File: src/hw/rtl/irr_pkg.sv
// ----------------------------------------------------------------------------
// Image rotate resampler package
// Shared types and register indexes.
// ----------------------------------------------------------------------------
package irr_pkg;

   localparam int unsigned CfgIdxWidth = 3;
   localparam logic [31:0] WhitePixel = 32'hFFFF_FFFF;

   typedef enum logic [CfgIdxWidth-1:0] {
      REG_MODE       = 3'd0,
      REG_COS        = 3'd1,
      REG_SIN        = 3'd2,
      REG_OFFSET_X   = 3'd3,
      REG_OFFSET_Y   = 3'd4,
      REG_SRC_WIDTH  = 3'd5,
      REG_SRC_HEIGHT = 3'd6
   } reg_index_type;

   typedef enum logic {
      KIND_LOAD    = 1'b0,
      KIND_PRODUCE = 1'b1
   } kind_type;

   typedef struct packed {
      logic        kind;
      logic [8:0]  coord_x;
      logic [8:0]  coord_y;
      logic [31:0] pixel_in;
   } req_beat_type;

   typedef struct packed {
      logic [31:0] pixel_out;
      logic        outside;
   } rsp_beat_type;

   typedef struct packed {
      logic [2:0]  index;
      logic [31:0] data;
   } csr_beat_type;

endpackage

File: src/hw/rtl/irr_front.sv
// ----------------------------------------------------------------------------
// Image rotate resampler front end
// Accepts beats, rotates produce coordinates in three stages and classifies
// them as load, outside or inside before they enter the queue.
// ----------------------------------------------------------------------------
module irr_front #(
   parameter int unsigned XW = 8,
   parameter int unsigned YW = 8,
   parameter int unsigned FRAC_BITS = 14,
   parameter int unsigned MAX_WIDTH = 256,
   parameter int unsigned MAX_HEIGHT = 256
) (
   input  logic                          clock,
   input  logic                          reset,
   input  logic                          in_valid,
   output logic                          in_ready,
   input  irr_pkg::req_beat_type         in_data,
   input  logic signed [15:0]            cos_q,
   input  logic signed [15:0]            sin_q,
   input  logic signed [10:0]            offset_x,
   input  logic signed [10:0]            offset_y,
   input  logic [8:0]                    src_width,
   input  logic [8:0]                    src_height,
   output logic                          out_valid,
   input  logic                          out_ready,
   output logic                          out_kind,
   output logic                          out_outside,
   output logic [XW-1:0]                 out_x,
   output logic [YW-1:0]                 out_y,
   output logic [FRAC_BITS-1:0]          out_uf,
   output logic [FRAC_BITS-1:0]          out_vf,
   output logic [31:0]                   out_pixel
);
   import irr_pkg::*;

   localparam int unsigned PW = 30;
   localparam int unsigned IW = PW - FRAC_BITS;

   logic              v1_ff, v2_ff, v3_ff;
   logic              v1_in, v2_in, v3_in;
   logic              adv;
   req_beat_type      b1_ff, b2_ff, b3_ff;
   logic signed [11:0] di_ff, dj_ff;
   logic signed [PW-1:0] pa_ff, pb_ff, pc_ff, pd_ff;
   logic signed [PW-1:0] uq_ff, vq_ff;
   logic signed [PW-1:0] uq_in, vq_in;
   logic signed [IW-1:0] xi, yi;
   logic signed [IW:0]  wl, hl;
   logic               outside_c;

   assign adv = !v3_ff || out_ready;
   assign in_ready = adv;
   assign v1_in = in_valid;
   assign v2_in = v1_ff;
   assign v3_in = v2_ff;

   assign uq_in = pa_ff - pb_ff;
   assign vq_in = pc_ff + pd_ff;

   always_ff @(posedge clock) begin
      if (reset) begin
         v1_ff <= 1'b0;
         v2_ff <= 1'b0;
         v3_ff <= 1'b0;
      end else if (adv) begin
         v1_ff <= v1_in;
         v2_ff <= v2_in;
         v3_ff <= v3_in;
      end
   end

   always_ff @(posedge clock) begin
      if (adv) begin
         b1_ff <= in_data;
         di_ff <= $signed({3'b000, in_data.coord_x}) + 12'(offset_x);
         dj_ff <= $signed({3'b000, in_data.coord_y}) + 12'(offset_y);
         b2_ff <= b1_ff;
         pa_ff <= PW'(di_ff) * PW'(cos_q);
         pb_ff <= PW'(dj_ff) * PW'(sin_q);
         pc_ff <= PW'(di_ff) * PW'(sin_q);
         pd_ff <= PW'(dj_ff) * PW'(cos_q);
         b3_ff <= b2_ff;
         uq_ff <= uq_in;
         vq_ff <= vq_in;
      end
   end

   assign xi = uq_ff[PW-1:FRAC_BITS];
   assign yi = vq_ff[PW-1:FRAC_BITS];
   assign wl = (src_width < 9'(MAX_WIDTH)) ? (IW+1)'(src_width) : (IW+1)'(MAX_WIDTH);
   assign hl = (src_height < 9'(MAX_HEIGHT)) ? (IW+1)'(src_height) : (IW+1)'(MAX_HEIGHT);
   assign outside_c = (xi < 0) || ((IW+1)'(xi) >= wl - 1) ||
                      (yi < 0) || ((IW+1)'(yi) >= hl - 1);

   assign out_valid   = v3_ff;
   assign out_kind    = b3_ff.kind;
   assign out_outside = (b3_ff.kind == KIND_PRODUCE) ? outside_c :
                        ((b3_ff.coord_x >> XW) != 0 || (b3_ff.coord_y >> YW) != 0);
   assign out_x       = (b3_ff.kind == KIND_PRODUCE) ? xi[XW-1:0] : b3_ff.coord_x[XW-1:0];
   assign out_y       = (b3_ff.kind == KIND_PRODUCE) ? yi[YW-1:0] : b3_ff.coord_y[YW-1:0];
   assign out_uf      = uq_ff[FRAC_BITS-1:0];
   assign out_vf      = vq_ff[FRAC_BITS-1:0];
   assign out_pixel   = (b3_ff.kind == KIND_PRODUCE) ? 32'h0 :
                        (((b3_ff.coord_x >> XW) == 0 && (b3_ff.coord_y >> YW) == 0) ?
                         b3_ff.pixel_in : 32'h0);
endmodule

File: config.mk
export PLATFORM = sky130hd
export DESIGN_NAME = irr_front
export DESIGN_NICKNAME = d
export VERILOG_FILES = /design/src/hw/rtl/irr_pkg.sv /design/src/hw/rtl/irr_front.sv
export SDC_FILE = /design/constraint.sdc
export NUM_CORES = 2
export LEC_CHECK = 0
export ABC_CLOCK_PERIOD_IN_PS = 18400
export BUFFER_PORTS_ARGS = -buffer_cell sky130_fd_sc_hd__buf_2
export CAP_MARGIN = 20
export CORE_UTILIZATION = 58
export CTS_BUF_LIST = sky130_fd_sc_hd__clkbuf_4 sky130_fd_sc_hd__clkbuf_8 sky130_fd_sc_hd__clkbuf_16
export CTS_CLUSTER_SIZE = 24
export DETAILED_ROUTE_END_ITERATION = 6
export PLACE_DENSITY_LB_ADDON = 0.25
export SYNTH_ARGS = -nofsm -noshare
export SYNTH_HDL_FRONTEND = slang
export SYNTH_SLANG_ARGS = --single-unit
File: constraint.sdc
create_clock -name clock -period 18.4 [get_ports clock]
set_input_delay 3.68 -clock clock [delete_from_list [all_inputs] [get_ports clock]]
set_output_delay 3.68 -clock clock [all_outputs]
set_load 0.03 [all_outputs]
# Yosys cells after proc, flatten, opt, wreduce, memory -nomap -nowiden
# Cells that the tools add are included.
[totals]
word_cells = 55
inputBits = 127
register_bits = 360
output_inout_bits = 80
[op_classes]
mux = 7
magnitude_cmp = 6
n_reduce_logical = 9
addsub = 6
multipliers = 4
[op_table]
columns = ["operator", "count"]
rows = [
  ["multiplier 12 x 16 -> 28 bit", 4],
  ["zero test 32 bit", 2],
  ["2-to-1 mux 32 bit", 2],
  [">= comparator 16 x 10 -> 1 bit", 2],
  ["< comparator 16 x 1 -> 1 bit, second input constant", 2],
  ["adder 30 bit", 1],
  ["subtractor 30 bit", 1],
  ["adder 10 x 11 -> 12 bit", 2],
  ["subtractor 9 x 1 -> 10 bit, second input constant", 2],
  ["< comparator 9 bit, second input constant", 2],
  ["2-to-1 mux 9 bit", 2],
  ["2-to-1 mux 8 bit", 2],
  ["logical OR 1 bit", 5],
  ["logical AND 1 bit", 1],
  ["zero test 1 bit", 1],
  ["2-to-1 mux 1 bit", 1],
]

# Depth between registers and ports, before layout
[depth]
depth_word = 8
mapped_depth = 22
ltp_nobuf = 21

# Worst setup path before layout
# Ideal clock, no wire load.
[synth_path]
path_type = "in2out"
from = "input port out_ready"
to = "output port in_ready"
arrival_time_ns = 12.305
path_slack_ns = 2.415
n_path_buf = 0
required_time_ns = 14.720
stages = 1
path_cell_list = "nand2b_1"
[synth_via]
elab_chain_cells = 1
[synth_rtl]
columns = ["item", "line_no", "source"]
rows = [
  ["start: declaration", "irr_front.sv:25", "input logic out_ready,"],
  ["logical OR 1 bit", "irr_front.sv:51", "assign adv = !v3_ff || out_ready;"],
  ["end: declaration", "irr_front.sv:16", "output logic in_ready,"],
]
# No other way between the ends.

# Worst setup path in the final report
[layout_path]
from = "input port src_width[3]"
to = "output port out_outside"
[layout_via]
elab_chain_cells = 8
[layout_rtl]
columns = ["item", "line_no", "source"]
rows = [
  ["start: declaration", "irr_front.sv:22", "input logic [8:0] src_width,"],
  ["< comparator 9 bit", "irr_front.sv:90", "assign wl = (src_width < 9'(MAX_WIDTH)) ? (IW+1)'(src_width) : (IW+1)'(MAX_WIDTH);"],
  ["2-to-1 mux 9 bit *", "irr_front.sv:90", ""],
  ["subtractor 9 x 1 -> 10 bit *", "irr_front.sv:92", "assign outside_c = (xi < 0) || ((IW+1)'(xi) >= wl - 1) ||"],
  [">= comparator 16 x 10 -> 1 bit *", "irr_front.sv:92", ""],
  ["logical OR 1 bit * (2 in series)", "irr_front.sv:92", ""],
  ["logical OR 1 bit *", "irr_front.sv:93", "(yi < 0) || ((IW+1)'(yi) >= hl - 1);"],
  ["2-to-1 mux 1 bit *", "irr_front.sv:97", "assign out_outside = (b3_ff.kind == KIND_PRODUCE) ? outside_c :"],
  ["end: declaration", "irr_front.sv:27", "output logic out_outside,"],
]
# Mark *: on every way between the ends. The rest lies on a longest branch, timed or not.

==> metrics.cfg <==
[critical_path]
ff2ff_path_depth = 20
critPathBufInv = 3
ff2ff_setup_slack_ps = 11410
worstPathMaxFanout = 7
crit_path_start = src_width[3]
cp_top_family = simple AND/OR/NAND/NOR gates
arrival_ps = 7700
criticalPathCategory = primary input to output pin
required_ps = 14720
reg2reg_from = dj_ff[11]
cp-start-kind = primary input
crit_slowest_cell = nor4_2
crit_path_end_kind = output pin
r2r_end = pb_ff[28]
setup.worst_path.end = out_outside
cp.depth = 14
crit_chain = buf_2, nor2_1, nor4b_1, nand2_1, or3_1, ha_1, nand2_1, nor4_2, a21oi_1, a31oi_1, o21ai_0, buf_4, o21ai_0, buf_2
max_stage_delay_ps = 830

[cts]
clk_latency_ps = 590
tritoncts = built
post_cts_buffers = 0
root_buffer = clkbuf_16
cts_resized = 0
postCtsHoldBufs = 0
clk_path_buf_depth = 3
cts_sinks = 352
clk_pin_slew_worst_paths_ps = 60
cts_made_buffers = 39
htree_levels = 2

[global_routing]
grt_use_met3_pct = 4.563
globalRoute.totalOverflow = 0
grt_antenna_before_repair = 9
grtUsageMet1_pct = 36.27
globalRoute.busiestLayer = met2
met2_usage_pct = 42.64
grt_usage_pct = 26.33
grt_pass1_wl_mm = 155.6
grt_max_degree = 84
grt_pass1_vias = 30238

[placed_design]
port_buffers = 206
gp_congestion = 0.8458
hpwlAfterDp_mm = 72.40

[floorplan]
rows = 99
ios = 207
die_w_um = 274.5
initial_core_util_pct = 58.84
core_um2 = 73210
die_h_um = 274.5
die_area_um2 = 75360

[layout]
multi_input_area_um2 = 28390
fill_cells = 5835
drive_above_1_share_pct = 7.705
area_growth_pct = 7.184
seqCellArea_um2 = 10540
num-nets-final = 5543

[hold_path]
hold_path.class = flop to flop

[sta]
setup_viol = 0
fin_tns_setup_ps = 0
rsz0062_at_grt = no
fmax_mhz = 87.84
slew_headroom_pct = 28.89
hold_viol = 0
post-route-period-util_pct = 61.87
post-route-min-period_ps = 11380
slew_viol_final = 0
skew_ps = 41.78
worst_slew_pin_slew_ps = 1067

[synthesis]
ys_seq_area_share_pct = 24.47
syn_avg_cell_area_um2 = 10.15
syn_inst = 4245
syn-num-nets = 5432
ys_async_sr_fraction_pct = 0
synth_top_flop_cell = edfxtp_1
yosysWarnings = 0
syn_area_um2 = 43070
synth_edf_count = 349
ys_types = 70
ys_ff_latch = 352

[drt]
dr.first_iter.drc_count = 2043
vias_per_cell = 5.464
drc = 17
first_pass_iters = 7
ant_nets = 0
wl_per_cell_um = 17.56
via_count = 29224
drt-total-wl_mm = 93.93

[status]
violations = DRC
status = finished, violations left

[job]
maxCapViolations = 0

## cells in the final DEF, fill, tap and decap left out, types with 9 or more instances in the layout
cell type / count
fa_1: 716
buf_2: 206
nand3_1: 29
a21boi_0: 10
nor2_1: 153
nand2_1: 537
and3_1: 13
a31oi_1: 17
nand2b_1: 32
nor2b_1: 25
nor3_1: 25
clkbuf_16: 39
o21bai_1: 14
o21a_1: 25
a21o_1: 61
and2_1: 278
o21ai_0: 98
inv_1: 908
ha_1: 344
a21oi_1: 129
xor2_1: 31
mux2_2: 16
buf_4: 34
nor4_1: 9
edfxtp_1: 349
clkinv_1: 11
a211oi_1: 14
nand4_1: 11
xnor2_1: 136
## metrics by stage
stage	area, um2	utilization [%]	setup slack, ps	hold slack (ps)	instances
final	46170	63.06	7015	414.9	5348
after global routing	46170	63.06	6796	420.6	5348
after CTS	46160	63.06	6956	418.9	5346
after detailed placement	44830	61.24	6993	404.5	5274
after global placement	44830	61.24	7053	400.2	5274
after floorplan	43070	-	2415	400.3	4245
## worst reg2reg max path: cells and delay by family (launching register included)
| kind | cells | cell delay [ps] |
|---|---|---|
| AND/OR/NAND/NOR | 2 | 270 |
| flip-flops | 1 | 770 |
| adder cells (fa/ha/maj) | 6 | 2710 |
| AO/OA/AOI/OAI | 8 | 1980 |
| buffers and inverters | 4 | 1110 |
## Yosys cell counts, types with 13 or more instances
master	count	area share, %
and2_1	278	4.0
o21ai_0	98	1.1
nor2b_1	25	0.36
mux2_2	16	0.42
edfxtp_1	349	24
a31oi_1	17	0.25
nand2_1	537	4.7
fa_1	716	33
xnor2_1	136	2.8
nand3_1	29	0.34
xor2_1	31	0.63
a211oi_1	14	0.24
clkbuf_1	140	1.2
o21a_1	25	0.44
o21bai_1	14	0.24
nor3_1	26	0.30
inv_1	908	7.9
a21oi_1	129	1.5
nor2_1	153	1.3
nand2b_1	33	0.48
and3_1	13	0.19
a21o_1	61	1.1
buf_4	28	0.49
ha_1	344	10
## worst min-delay path by stage
stage / startpoint / cells after the start / to / slack, ps
2_1_floorplan: b1_ff[0] / 0 / b2_ff[0] / 400
5_1_grt: b1_ff[24] / 0 / b2_ff[24] / 420
3_3_place_gp: b2_ff[20] / 0 / b3_ff[20] / 400
3_5_place_dp: b1_ff[24] / 0 / b2_ff[24] / 400
6_report: b1_ff[24] / 0 / b2_ff[24] / 410
4_1_cts: b2_ff[22] / 0 / b3_ff[22] / 420
## layout make-up
cell class / instances / area share [%]
clock buffer: 48 / 2.274
sequential: 352 / 22.83
timing repair buffer: 240 / 2.786
clock inverter: 24 / 0.6017
inverter: 910 / 7.399
tap: 959 / 2.599
antenna: 2 / 0.01084
multi-input combinational: 2813 / 61.50
## cell families after synthesis
kind of cell	Yosys count	synth area share [%]
buffers and inverters	1080	9.656
DFF	352	24.47
AOI/OAI and AO/OA	428	6.286
xor gates and xnor gates	167	3.396
muxes	19	0.4880
and+or+nand+nor	1139	12.43
adders and majority gates	1060	43.27
## registers in the layout (all words and copies together) (netlist names)
register	count
b1_ff	51
b2_ff	51
b3_ff	50
di_ff	12
dj_ff	12
out_kind	1
out_valid	1
pa_ff	28
pb_ff	28
pc_ff	28
pd_ff	28
uq_ff	30
v1_ff	1
v2_ff	1
vq_ff	30
## per-layer routing
| layer | share of wire (%) | vias to the layer above |
|---|---|---|
| li1 | - | 13376 |
| met1 | 42 | 14725 |
| met2 | 47 | 944 |
| met3 | 7.3 | 165 |
| met4 | 3.2 | 14 |
| met5 | 0.097 | - |
Power is left out: the tool's default activity adds up to more than one toggle a clock period on the data nets, which glitch-free logic cannot reach.
